File: config.mk
export PLATFORM = sky130hd
export DESIGN_NAME = spiral_search_light_steer_top
export DESIGN_NICKNAME = d
export VERILOG_FILES = /design/src/hw/rtl/ssls_pkg.sv /design/src/hw/rtl/ssls_div.sv /design/src/hw/rtl/ssls_dp.sv /design/src/hw/rtl/ssls_ctrl.sv /design/src/hw/rtl/spiral_search_light_steer_top.sv
export SDC_FILE = /design/constraint.sdc
export NUM_CORES = 1
export LEC_CHECK = 0
export BUFFER_PORTS_ARGS = -buffer_cell sky130_fd_sc_hd__buf_2
export CAP_MARGIN = 15
export CORE_ASPECT_RATIO = 0.8
export CORE_UTILIZATION = 60
export DETAILED_ROUTE_END_ITERATION = 16
export PLACE_DENSITY = 0.79
export SETUP_SLACK_MARGIN = 0.5
export SLEW_MARGIN = 20
export SYNTH_ARGS = -nofsm -noshare
export SYNTH_HDL_FRONTEND = slang
export SYNTH_HIERARCHICAL = 1
export SYNTH_SLANG_ARGS = --single-unit
File: constraint.sdc
create_clock -name clk -period 13.75 [get_ports clk]
set_clock_uncertainty 0.05 [all_clocks]
set_input_delay 2.75 -clock clk [delete_from_list [all_inputs] [get_ports clk]]
set_output_delay 2.75 -clock clk [all_outputs]
set_load 0.01 [all_outputs]
File: src/hw/rtl/ssls_pkg.sv
package ssls_pkg;

    localparam int unsigned LEN_W  = 26;  // max segment length 60074666 ms
    localparam int unsigned DIVD_W = 21;  // spiral numerator fits in 21 bits
    localparam int unsigned IDX_W  = 16;

    localparam logic [DIVD_W-1:0] SPIRAL_NUM     = 21'd1728100;  // 1571 * 1100
    localparam logic [5:0]        SEARCH_SPEED   = 6'd60;
    localparam logic [5:0]        STEER_SPEED    = 6'd30;
    localparam logic [3:0]        BUMP_THRESHOLD = 4'd5;
    localparam logic [3:0]        BUMP_RUN_MAX   = 4'd15;
    localparam logic [10:0]       SEG_MS_PER_K   = 11'd1833;     // 5500 / 3, integer part
    localparam logic [15:0]       RECIP_THREE    = 16'd43691;    // ceil(2^17 / 3)
    localparam logic signed [13:0] QUARTER_PI_MRAD = 14'sd785;

    localparam logic [2:0] REG_FR_OFFSET  = 3'd0;
    localparam logic [2:0] REG_RR_OFFSET  = 3'd1;
    localparam logic [2:0] REG_NEAR_LIMIT = 3'd2;
    localparam logic [2:0] REG_TURN_GAIN  = 3'd3;
    localparam logic [2:0] REG_TURN_LIMIT = 3'd4;

    typedef struct packed {
        logic [9:0]  fr_off;
        logic [9:0]  rr_off;
        logic [11:0] near_lim;
        logic [3:0]  gain;
        logic [11:0] turn_lim;
    } cfg_t;

    typedef struct packed {
        logic capture;
        logic eval;
        logic div_start;
        logic turn_load;
        logic out_load;
    } cmd_t;

    typedef struct packed {
        logic seg_end;
        logic div_busy;
        logic div_done;
    } sts_t;

endpackage

File: src/hw/rtl/ssls_div.sv
module ssls_div (
    input  logic                      clk,
    input  logic                      rst_n,
    input  logic                      start,
    input  logic [ssls_pkg::LEN_W-1:0] divisor,
    output logic                      busy,
    output logic                      done,
    output logic [ssls_pkg::DIVD_W-1:0] quotient
);
    import ssls_pkg::*;

    localparam int unsigned CNT_W = $clog2(DIVD_W);

    logic [LEN_W-1:0]  dvs_reg;
    logic [LEN_W-1:0]  rem_reg, rem_next;
    logic [DIVD_W-1:0] quo_reg, quo_next;
    logic [CNT_W-1:0]  cnt_reg, cnt_next;
    logic              busy_reg, busy_next;
    logic              done_reg, done_next;
    logic [LEN_W:0]    trial;
    logic [LEN_W:0]    diff;

    // restoring division, one quotient bit per cycle; quo_reg shifts the
    // dividend out at the top and the quotient in at the bottom
    always_comb
    begin
        trial     = {rem_reg, quo_reg[DIVD_W-1]};
        diff      = trial - {1'b0, dvs_reg};
        rem_next  = rem_reg;
        quo_next  = quo_reg;
        cnt_next  = cnt_reg;
        busy_next = busy_reg;
        done_next = 1'b0;
        if (start)
        begin
            rem_next  = '0;
            quo_next  = SPIRAL_NUM;
            cnt_next  = CNT_W'(DIVD_W - 1);
            busy_next = 1'b1;
        end
        else if (busy_reg)
        begin
            if (trial >= {1'b0, dvs_reg})
            begin
                rem_next = diff[LEN_W-1:0];
                quo_next = {quo_reg[DIVD_W-2:0], 1'b1};
            end
            else
            begin
                rem_next = trial[LEN_W-1:0];
                quo_next = {quo_reg[DIVD_W-2:0], 1'b0};
            end
            cnt_next = cnt_reg - 1'b1;
            if (cnt_reg == '0)
            begin
                busy_next = 1'b0;
                done_next = 1'b1;
            end
        end
    end

    always_ff @(posedge clk or negedge rst_n)
    begin
        if (!rst_n)
        begin
            busy_reg <= 1'b0;
            done_reg <= 1'b0;
            cnt_reg  <= '0;
        end
        else
        begin
            busy_reg <= busy_next;
            done_reg <= done_next;
            cnt_reg  <= cnt_next;
        end
    end

    always_ff @(posedge clk)
    begin
        rem_reg <= rem_next;
        quo_reg <= quo_next;
        if (start)
        begin
            dvs_reg <= divisor;
        end
    end

    assign busy     = busy_reg;
    assign done     = done_reg;
    assign quotient = quo_reg;

endmodule

File: src/hw/rtl/ssls_dp.sv
module ssls_dp (
    input  logic                 clk,
    input  logic                 rst_n,
    input  ssls_pkg::cmd_t       cmd,
    input  ssls_pkg::cfg_t       cfg,
    input  logic [31:0]          now_ms,
    input  logic [7:0]           bump_bits,
    input  logic [11:0]          light_front_right,
    input  logic [11:0]          light_front_left,
    input  logic [11:0]          light_rear_left,
    input  logic [11:0]          light_rear_right,
    output ssls_pkg::sts_t       sts,
    output logic [5:0]           forward_speed,
    output logic signed [12:0]   turn_rate,
    output logic                 task_done,
    output logic                 steering_mode
);
    import ssls_pkg::*;

    // captured word
    logic [31:0] now_reg;
    logic        bumped_reg;
    logic [11:0] fr_raw_reg, fl_raw_reg, rl_raw_reg, rr_raw_reg;

    // controller state
    logic             mode_reg;
    logic [3:0]       bump_run_reg, bump_run_next;
    logic [IDX_W-1:0] index_reg;
    logic [31:0]      start_reg;
    logic [LEN_W-1:0] len_reg, len_next;
    logic             done_reg;
    logic signed [12:0] spiral_turn_reg;

    // result of this tick
    logic [5:0]         res_speed_reg;
    logic signed [12:0] res_turn_reg;
    logic               res_mode_reg;

    // output word
    logic [5:0]         out_speed_reg;
    logic signed [12:0] out_turn_reg;
    logic               out_done_reg;
    logic               out_mode_reg;

    logic signed [12:0] fr_c, fl_c, rl_c, rr_c;
    logic signed [12:0] rear_min, front_max;
    logic [12:0]        lim;
    logic               all_near;
    logic signed [13:0] diff;
    logic signed [18:0] diff_x, gain_x, prod, tl, clamped;
    logic signed [12:0] steer_turn;
    logic [31:0]        seg_sum;
    logic               seg_end;
    logic [IDX_W:0]     idx_p1;
    logic [IDX_W-1:0]   k;
    logic [31:0]        third;
    logic [LEN_W-1:0]   len_base;

    logic                div_busy, div_done;
    logic [DIVD_W-1:0]   quotient;
    logic signed [12:0]  new_turn;

    function automatic logic [12:0] mag13(input logic signed [12:0] v);
        return v[12] ? 13'(-v) : 13'(v);
    endfunction

    always_comb
    begin
        fr_c = $signed({1'b0, fr_raw_reg}) - $signed({3'b000, cfg.fr_off});
        fl_c = $signed({1'b0, fl_raw_reg});
        rl_c = $signed({1'b0, rl_raw_reg});
        rr_c = $signed({1'b0, rr_raw_reg}) - $signed({3'b000, cfg.rr_off});
        lim  = {1'b0, cfg.near_lim};
        all_near = (mag13(fr_c) < lim) && (mag13(fl_c) < lim)
                && (mag13(rl_c) < lim) && (mag13(rr_c) < lim);

        rear_min  = (rl_c < rr_c) ? rl_c : rr_c;
        front_max = (fl_c > fr_c) ? fl_c : fr_c;
        if (rear_min > front_max)
        begin
            diff = QUARTER_PI_MRAD;
        end
        else
        begin
            diff = 14'(fl_c) - 14'(fr_c);
        end

        diff_x = 19'(diff);
        gain_x = $signed({15'd0, cfg.gain});
        prod   = diff_x * gain_x;
        tl     = $signed({7'd0, cfg.turn_lim});
        if (prod > tl)
        begin
            clamped = tl;
        end
        else if (prod < -tl)
        begin
            clamped = -tl;
        end
        else
        begin
            clamped = prod;
        end
        steer_turn = clamped[12:0];

        seg_sum = start_reg + {{(32 - LEN_W){1'b0}}, len_reg};
        seg_end = !mode_reg && (now_reg >= seg_sum);

        if (bumped_reg)
        begin
            bump_run_next = (bump_run_reg == BUMP_RUN_MAX) ? bump_run_reg
                                                           : bump_run_reg + 1'b1;
        end
        else
        begin
            bump_run_next = '0;
        end

        // length = floor(k * 5500 / 3) = 1833 * k + floor(k / 3)
        idx_p1   = {1'b0, index_reg} + 1'b1;
        k        = idx_p1[IDX_W:1];
        third    = {16'd0, k} * {16'd0, RECIP_THREE};
        len_base = LEN_W'({10'd0, k} * {15'd0, SEG_MS_PER_K});
        len_next = len_base + {{(LEN_W - 15){1'b0}}, third[31:17]};

        new_turn = (len_reg == '0) ? 13'sd0 : $signed(quotient[12:0]);
    end

    ssls_div u_div (
        .clk      (clk),
        .rst_n    (rst_n),
        .start    (cmd.div_start),
        .divisor  (len_next),
        .busy     (div_busy),
        .done     (div_done),
        .quotient (quotient)
    );

    always_ff @(posedge clk or negedge rst_n)
    begin
        if (!rst_n)
        begin
            mode_reg        <= 1'b0;
            bump_run_reg    <= '0;
            index_reg       <= '0;
            start_reg       <= '0;
            len_reg         <= '0;
            done_reg        <= 1'b0;
            spiral_turn_reg <= '0;
        end
        else
        begin
            if (cmd.eval)
            begin
                bump_run_reg <= bump_run_next;
                if (!mode_reg)
                begin
                    if (bump_run_next > BUMP_THRESHOLD)
                    begin
                        mode_reg <= 1'b1;
                    end
                    if (seg_end)
                    begin
                        if (index_reg != {IDX_W{1'b1}})
                        begin
                            index_reg <= index_reg + 1'b1;
                        end
                        start_reg <= now_reg;
                    end
                end
                else
                begin
                    done_reg <= !all_near;
                end
            end
            if (cmd.div_start)
            begin
                len_reg <= len_next;
            end
            if (cmd.turn_load)
            begin
                spiral_turn_reg <= new_turn;
            end
        end
    end

    always_ff @(posedge clk)
    begin
        if (cmd.capture)
        begin
            now_reg    <= now_ms;
            bumped_reg <= (bump_bits != '0);
            fr_raw_reg <= light_front_right;
            fl_raw_reg <= light_front_left;
            rl_raw_reg <= light_rear_left;
            rr_raw_reg <= light_rear_right;
        end
        if (cmd.eval)
        begin
            res_mode_reg <= mode_reg;
            if (!mode_reg)
            begin
                res_speed_reg <= SEARCH_SPEED;
                res_turn_reg  <= spiral_turn_reg;
            end
            else if (all_near)
            begin
                res_speed_reg <= STEER_SPEED;
                res_turn_reg  <= steer_turn;
            end
            else
            begin
                res_speed_reg <= '0;
                res_turn_reg  <= '0;
            end
        end
        if (cmd.turn_load)
        begin
            res_turn_reg <= new_turn;
        end
        if (cmd.out_load)
        begin
            out_speed_reg <= res_speed_reg;
            out_turn_reg  <= res_turn_reg;
            out_done_reg  <= done_reg;
            out_mode_reg  <= res_mode_reg;
        end
    end

    assign sts.seg_end  = seg_end;
    assign sts.div_busy = div_busy;
    assign sts.div_done = div_done;

    assign forward_speed = out_speed_reg;
    assign turn_rate     = out_turn_reg;
    assign task_done     = out_done_reg;
    assign steering_mode = out_mode_reg;

endmodule

File: src/hw/rtl/ssls_ctrl.sv
module ssls_ctrl (
    input  logic           clk,
    input  logic           rst_n,
    input  logic           in_valid,
    output logic           in_ready,
    output logic           out_valid,
    input  logic           out_ready,
    input  ssls_pkg::sts_t sts,
    output ssls_pkg::cmd_t cmd
);
    import ssls_pkg::*;

    typedef enum logic [4:0] {
        ST_IDLE = 5'b00001,
        ST_EVAL = 5'b00010,
        ST_LEN  = 5'b00100,
        ST_DIV  = 5'b01000,
        ST_OUT  = 5'b10000
    } state_t;

    state_t state_reg, state_next;
    logic   out_valid_reg, out_valid_next;

    always_comb
    begin
        cmd        = '0;
        state_next = state_reg;
        unique case (state_reg)
            ST_IDLE:
            begin
                if (in_valid)
                begin
                    cmd.capture = 1'b1;
                    state_next  = ST_EVAL;
                end
            end
            ST_EVAL:
            begin
                cmd.eval   = 1'b1;
                state_next = sts.seg_end ? ST_LEN : ST_OUT;
            end
            ST_LEN:
            begin
                // new length is registered and handed to the divider together
                cmd.div_start = 1'b1;
                state_next    = ST_DIV;
            end
            ST_DIV:
            begin
                if (sts.div_done)
                begin
                    cmd.turn_load = 1'b1;
                    state_next    = ST_OUT;
                end
            end
            ST_OUT:
            begin
                if (!out_valid_reg || out_ready)
                begin
                    cmd.out_load = 1'b1;
                    state_next   = ST_IDLE;
                end
            end
            default:
            begin
                state_next = ST_IDLE;
            end
        endcase

        if (cmd.out_load)
        begin
            out_valid_next = 1'b1;
        end
        else if (out_ready)
        begin
            out_valid_next = 1'b0;
        end
        else
        begin
            out_valid_next = out_valid_reg;
        end
    end

    always_ff @(posedge clk or negedge rst_n)
    begin
        if (!rst_n)
        begin
            state_reg     <= ST_IDLE;
            out_valid_reg <= 1'b0;
        end
        else
        begin
            state_reg     <= state_next;
            out_valid_reg <= out_valid_next;
        end
    end

    assign in_ready  = (state_reg == ST_IDLE);
    assign out_valid = out_valid_reg;

endmodule

File: src/hw/rtl/spiral_search_light_steer_top.sv
// Spiral search / light steering controller. Each input word is one control
// tick and yields one output word. A tick is captured, evaluated and then
// loaded into the output register; a search tick ending a spiral segment
// also waits on the 21-step serial divider forming the new spiral turn rate.
// The output register lets the next word be accepted while a result waits.
// Configuration registers sit on the APB port at byte offsets 0x00..0x10:
// front right offset, rear right offset, near limit, turn gain, turn limit.
module spiral_search_light_steer_top (
    input  logic               clk,
    input  logic               rst_n,
    input  logic               psel,
    input  logic               penable,
    input  logic               pwrite,
    input  logic [4:0]         paddr,
    input  logic [31:0]        pwdata,
    output logic [31:0]        prdata,
    output logic               pready,
    input  logic               in_valid,
    output logic               in_ready,
    input  logic [31:0]        now_ms,
    input  logic [7:0]         bump_bits,
    input  logic [11:0]        light_front_right,
    input  logic [11:0]        light_front_left,
    input  logic [11:0]        light_rear_left,
    input  logic [11:0]        light_rear_right,
    output logic               out_valid,
    input  logic               out_ready,
    output logic [5:0]         forward_speed,
    output logic signed [12:0] turn_rate,
    output logic               task_done,
    output logic               steering_mode
);
    import ssls_pkg::*;

    cfg_t       cfg_reg;
    cmd_t       cmd;
    sts_t       sts;
    logic       cfg_wr;
    logic [2:0] reg_idx;

    assign pready  = 1'b1;
    assign reg_idx = paddr[4:2];
    assign cfg_wr  = psel && penable && pwrite;

    always_ff @(posedge clk or negedge rst_n)
    begin
        if (!rst_n)
        begin
            cfg_reg.fr_off   <= 10'd90;
            cfg_reg.rr_off   <= 10'd0;
            cfg_reg.near_lim <= 12'd1200;
            cfg_reg.gain     <= 4'd5;
            cfg_reg.turn_lim <= 12'd4000;
        end
        else if (cfg_wr)
        begin
            unique case (reg_idx)
                REG_FR_OFFSET:  cfg_reg.fr_off   <= pwdata[9:0];
                REG_RR_OFFSET:  cfg_reg.rr_off   <= pwdata[9:0];
                REG_NEAR_LIMIT: cfg_reg.near_lim <= pwdata[11:0];
                REG_TURN_GAIN:  cfg_reg.gain     <= pwdata[3:0];
                REG_TURN_LIMIT: cfg_reg.turn_lim <= pwdata[11:0];
                default:        ;
            endcase
        end
    end

    always_comb
    begin
        unique case (reg_idx)
            REG_FR_OFFSET:  prdata = {22'd0, cfg_reg.fr_off};
            REG_RR_OFFSET:  prdata = {22'd0, cfg_reg.rr_off};
            REG_NEAR_LIMIT: prdata = {20'd0, cfg_reg.near_lim};
            REG_TURN_GAIN:  prdata = {28'd0, cfg_reg.gain};
            REG_TURN_LIMIT: prdata = {20'd0, cfg_reg.turn_lim};
            default:        prdata = '0;
        endcase
    end

    ssls_ctrl u_ctrl (
        .clk       (clk),
        .rst_n     (rst_n),
        .in_valid  (in_valid),
        .in_ready  (in_ready),
        .out_valid (out_valid),
        .out_ready (out_ready),
        .sts       (sts),
        .cmd       (cmd)
    );

    ssls_dp u_dp (
        .clk               (clk),
        .rst_n             (rst_n),
        .cmd               (cmd),
        .cfg               (cfg_reg),
        .now_ms            (now_ms),
        .bump_bits         (bump_bits),
        .light_front_right (light_front_right),
        .light_front_left  (light_front_left),
        .light_rear_left   (light_rear_left),
        .light_rear_right  (light_rear_right),
        .sts               (sts),
        .forward_speed     (forward_speed),
        .turn_rate         (turn_rate),
        .task_done         (task_done),
        .steering_mode     (steering_mode)
    );

    // one tick at a time: no new word right after one is taken
    a_one_at_a_time: assert property (@(posedge clk) disable iff (!rst_n)
        in_valid && in_ready |=> !in_ready)
        else $error("input taken while a tick is in progress");

    a_div_runs: assert property (@(posedge clk) disable iff (!rst_n)
        cmd.div_start |=> sts.div_busy)
        else $error("divider did not start");

    a_search_speed: assert property (@(posedge clk) disable iff (!rst_n)
        out_valid && !steering_mode |-> forward_speed == SEARCH_SPEED && !task_done)
        else $error("search word with wrong speed or done flag");

    a_done_stops: assert property (@(posedge clk) disable iff (!rst_n)
        out_valid && task_done |-> forward_speed == '0 && turn_rate == '0)
        else $error("done word still moving");

endmodule
---- Word level (Yosys, flattened, before mapping) ----
Index checks and enable logic that the tools add are counted.
word-level totals
  flip-flop bits (word level) ............. 349
  latch bits .............................. 0
  RAM bits ................................ 0
  memory bits (read-only) ................. 0
  input bits .............................. 132
  output and inout bits ................... 56
  logic and storage cells ................. 145
  memories ................................ 0
operators by class
  $add $sub $neg .......................... 13
  multiply operators ...................... 3
  divide/modulo/power cells ............... 0
  magnitude comparators ................... 12
  equal/unequal tests ..................... 14
  shift operators ......................... 0
  mux-type cells .......................... 43
  bitwise logic cells ..................... 1
  reductions and logical operators ........ 26
operators with widths
  kind                      number
  $mux W13                  11
  $pmux W12 S5              1
  $mux W5                   7
  $add A32 B26 Y32          1
  $ge A32 B32 Y1            1
  $mul A16 B16 Y32 const B  1
  $ge A27 B26 Y1            1
  $add A26 B15 Y26          1
  $gt A13 B13 Y1            2
  $logic_not A26 Y1         1
  $lt A13 B12 Y1            2
  $mul A16 B11 Y26 const B  1
  $mux W26                  1
  $neg A13 Y13              2
  $sub A12 B10 Y13          2
  $sub A26 B26 Y26          1
  $pmux W5 S5               1
  $lt A12 B12 Y1            2
  $gt A19 B13 Y1            1
  $lt A19 B19 Y1            1
  $mul A14 B5 Y19           1
  $mux W1                   19
  $neg A12 Y19              1
  $add A16 B1 Y17 const B   1
  31 further kinds          49

---- Depth between registers and ports, before layout ----
  depth in word-level cells ............... 13
  mapped depth ............................ 55
  gate-level depth less buffers ........... 51

---- Cells and area by module ----
Netlist, hierarchy kept.
modules (own cells, without submodules)
  module                         instances  cells each  area each (um2)  seq. area each (um2)
  ssls_dp                        1          2465        24440.9          5810.6
  ssls_div                       1          493         4533.1           1896.8
  spiral_search_light_steer_top  1          184         2433.6           1221.2
  ssls_ctrl                      1          37          364.1            151.4

---- Least setup slack after synthesis ----
No wires, ideal clock.
  path kind ............................... register to register
  from .................................... reg u_dp.index_reg[0]
  to ...................................... reg u_dp.u_div.dvs_reg[23] (data pin)
  arrival ................................. 10.881 ns
  required time ........................... 13.445 ns
  slack ................................... 2.565 ns
  stages on the path, launching flop included .. 43
  path buffers ............................ 0
  period minus slack after synthesis ...... 11.185 ns
  cells stage by stage .................... dfrtp_1 -> ha_1 -> and3_1 -> nand3_1 -> nor2_1 -> nand2_1 -> nor3_1 -> xor2_1 -> ha_1 -> ha_1 -> inv_1 -> fa_1 -> inv_1 -> fa_1 -> inv_1 -> fa_1 -> inv_1 -> fa_1 -> (+7 left out) -> a211oi_1 -> nor2_1 -> ha_1 -> ha_1 -> fa_1 -> inv_1 -> fa_1 -> inv_1 -> ha_1 -> a21o_1 -> a2111oi_1 -> o221ai_1 -> a2111oi_0 -> o21ai_1 -> a21oi_1 -> nor2b_1 -> or3_1 -> and2_1
on the way
  longest elaborated chain between the ends .. 3
  elaborated cells between the ends (all ways) .. 4
  classes of those cells .................. 2 x add/sub; 2 x mul
RTL lines
  what                                                         line                            text
  start: declaration                                           ssls_dp.sv:28                   logic [IDX_W-1:0] index_reg;
  start signal: assignment                                     ssls_dp.sv:166                  index_reg <= index_reg + 1'b1;
  $add A16 B1 Y17 *                                            ssls_dp.sv:120                  idx_p1 = {1'b0, index_reg} + 1'b1;
  via u_dp.idx_p1[14]                                          ssls_dp.sv:54                   logic [IDX_W:0] idx_p1;
  $mul A16 B11 Y26 / $mul A16 B16 Y32 (equally long branches)  ssls_dp.sv:123, ssls_dp.sv:122
  $add A26 B15 Y26 *                                           ssls_dp.sv:124                  len_next = len_base + {{(LEN_W - 15){1'b0}}, third[31:17]};
  via u_dp.len_next[23]                                        ssls_dp.sv:30                   logic [LEN_W-1:0] len_reg, len_next;
  end signal: assignment                                       ssls_div.sv:84                  dvs_reg <= divisor;
  end: declaration                                             ssls_div.sv:14                  logic [LEN_W-1:0] dvs_reg;
The timed path passes the listed nets; every way through them passes the cells marked *.
A chain may end at the register's enable or synchronous reset.

---- Final worst setup path ----
Same ends and word-level chain as after synthesis.

==> flow_metrics.py <==
metrics = {
    "route": {
        "drc": 1,
        "vias_per_cell": 6.15,
        "highest-signal-layer": "met4",
        "avgRoutedWirePerCell_um": 20.7,
        "wl_met2_um": 36300,
        "ant_nets": 0,
        "routed_wl_um": 83400,
        "drtIter0Drc": 2373,
        "num_vias": 24800,
        "drt-met1-wl_um": 39000,
        "wl_met3_um": 6140,
        "drtPass1Iterations": 11,
    },
    "logic_synthesis": {
        "avgSynthCellArea_um2": 10.0,
        "synth_area_mm2": 0.0318,
        "syn_inst": 3178,
        "yosysWarnings": 6,
    },
    "clocking": {
        "clock_path_buffers": 3,
        "cts_root_buf": "clkbuf_16",
        "cts_buffers": 38,
        "clkSinkCount": 343,
        "cts_tree": "built",
        "insertion_delay_ns": 0.59,
        "clk_pin_slew_ns": 0.06,
        "cts_setup_buffers": 0,
        "htree_levels": 2,
    },
    "floorplan": {
        "rows": 75,
        "ios": 188,
        "die_y_um": 208,
        "start_util_pct": 60.7,
        "core_mm2": 0.0524,
        "dieArea_mm2": 0.0539,
        "chipWidth_um": 259,
    },
    "cells_and_area": {
        "final_nets": 4083,
        "fillCellCount": 4091,
        "finalInstanceArea_mm2": 0.0344,
        "area_growth_pct": 8.41,
        "drive_above_1_share_pct": 11.3,
        "largest_reg_flops": 48,
        "antenna_cells": 0,
        "multi_input_area_mm2": 0.0207,
        "seq_area_mm2": 0.00908,
        "fin_util_pct": 65.8,
    },
    "critical_path": {
        "startpoint_type": "flip-flop",
        "cp_slowest_cell": "a2111oi_0",
        "worst-endpoint-required_ns": 14.03,
        "r2r.worst_path.cells": 42,
        "r2r_end": "u_dp/u_div/dvs_reg[23]$_DFFE_PP_",
        "critPathBufInv": 5,
        "crit_path_max_fanout": 10,
        "slowest_delay_ns": 0.70,
        "cp_top_family": "adder cells",
        "ff2ff_setup_slack_ns": 1.21,
        "endpoint_kind": "flip-flop",
        "arrival_ns": 12.82,
        "worstSetupPathType": "flip-flop to flip-flop",
        "r2r-start": "u_dp/index_reg[0]$_DFFE_PN0P_",
        "crit_top_cell": "ha_1",
    },
    "sta": {
        "rsz0062_at_grt": "no",
        "fmax_ghz": 0.0797,
        "worst_pin_slew_ns": 1.17,
        "period_needed_ns": 12.54,
        "slew_headroom_pct": 20.9,
        "setup-tns-final_ns": 0,
        "hold_viol_final": 0,
        "drv_slew": 0,
        "setup_violations": 0,
        "post-route-period-util_pct": 91.2,
    },
    "pwr": {
        "power.density_mw_per_mm2": 216,
        "irDropWorstVdd_mv": 0.202,
        "p_leak_nw": 17.3,
    },
    "min_path": {
        "min_from": "u_dp/res_turn_reg[9]$_DFFE_PP_",
        "min_path_cells": 0,
        "holdCritPathClass": "flip-flop to flip-flop",
        "holdPathEnd": "u_dp/turn_rate[9]$_DFFE_PP_",
    },
    "run_status": {
        "failed_checks": "design-rule violations",
        "status": "complete, but fails checks",
    },
    "global_routing": {
        "gr-total-overflow": 0,
        "grt_pass1_wl_um": 132000,
        "grtUsageTotal_pct": 31.0,
        "grt_antenna_before_repair": 1,
        "grt_max_degree": 84,
        "grt_pass1_vias": 24300,
    },
    "job": {
        "maxCapViolations": 0,
    },
    "place": {
        "dp_hpwl_um": 65900,
        "io_buffers": 143,
        "routabilityCongestion": 0.957,
        "place_area_mm2": 0.0331,
    },
}
report_power, final:
group | internal [mW] | switching, mW
clock | 0.623 | 0.460
combinational | 1.87 | 2.88
sequential | 1.36 | 0.252
total | 3.86 | 3.59
repair_timing:
action                                  4_1_cts  5_1_grt
hold buffers                                  0        0
gates resized for setup                       0        3
endpoints found under the setup margin        0       13
through the flow:
| stage | setup WS [ns] | instances | power, mW | hold WS, ns |
|---|---|---|---|---|
| after floorplan | 2.56 | 3197 | 5.06 | 0.350 |
| after global placement | 1.54 | 3964 | 6.00 | 0.352 |
| after detailed placement | 1.23 | 3964 | 6.23 | 0.356 |
| after CTS | 1.20 | 4034 | 7.37 | 0.370 |
| after global routing | 0.511 | 4034 | 8.02 | 0.380 |
| final | 1.21 | 4034 | 7.45 | 0.368 |
cells in the final DEF (no fill, tap or decap), types with 33 or more instances in the layout:
cell,n
nand3_1,53
edfxtp_1,142
xor2_1,71
a21oi_1,151
dfxtp_1,47
mux2_1,33
fa_1,176
mux2_2,68
o21a_1,39
a21o_1,67
nand2_1,187
clkbuf_16,43
xnor2_1,99
nor2_1,166
mux2i_1,49
buf_2,142
dfrtp_1,136
o21ai_0,114
ha_1,463
inv_1,398
nor3_1,60
layout make-up:
class,instances,share of cell area (%)
Clock buffer,53,3.29
Clock inverter,17,0.505
Inverter,401,4.37
Multi-Input combinational cell,2356,60.2
Sequential cell,343,26.4
Tap cell,693,2.52
Timing Repair Buffer,171,2.72
worst reg2reg max path: cells and delay by family, from the launching register on:
kind | cells | cell delay (ns)
and+or+nand+nor | 10 | 1.96
AOI/OAI and AO/OA | 12 | 3.39
buffers and inverters | 5 | 0.60
xor gates and xnor gates | 2 | 0.86
adders and majority gates | 13 | 5.04
DFF | 1 | 0.39
per-layer routing:
metal	global-route usage, %	vias up
met2	46.2	912
met5	0	-
met3	5.56	142
li1	-	11500
met4	7.61	0
met1	46.5	12300
worst max path at each step:
stage	startpoint	to	depth (start not counted)
6_report	u_dp/index_reg[0]$_DFFE_PN0P_	u_dp/u_div/dvs_reg[23]$_DFFE_PP_	42
5_1_grt	u_dp/index_reg[0]$_DFFE_PN0P_	u_dp/u_div/dvs_reg[23]$_DFFE_PP_	41
4_1_cts	cfg_reg[28]$_DFFE_PN0P_	u_dp/res_turn_reg[1]$_DFFE_PP_	45
3_5_place_dp	cfg_reg[28]$_DFFE_PN0P_	u_dp/res_turn_reg[1]$_DFFE_PP_	45
3_3_place_gp	cfg_reg[28]$_DFFE_PN0P_	u_dp/res_turn_reg[1]$_DFFE_PP_	45
2_1_floorplan	u_dp/index_reg[0]$_DFFE_PN0P_	u_dp/u_div/dvs_reg[23]$_DFFE_PP_	42
(Power assumes the default switching activity.)
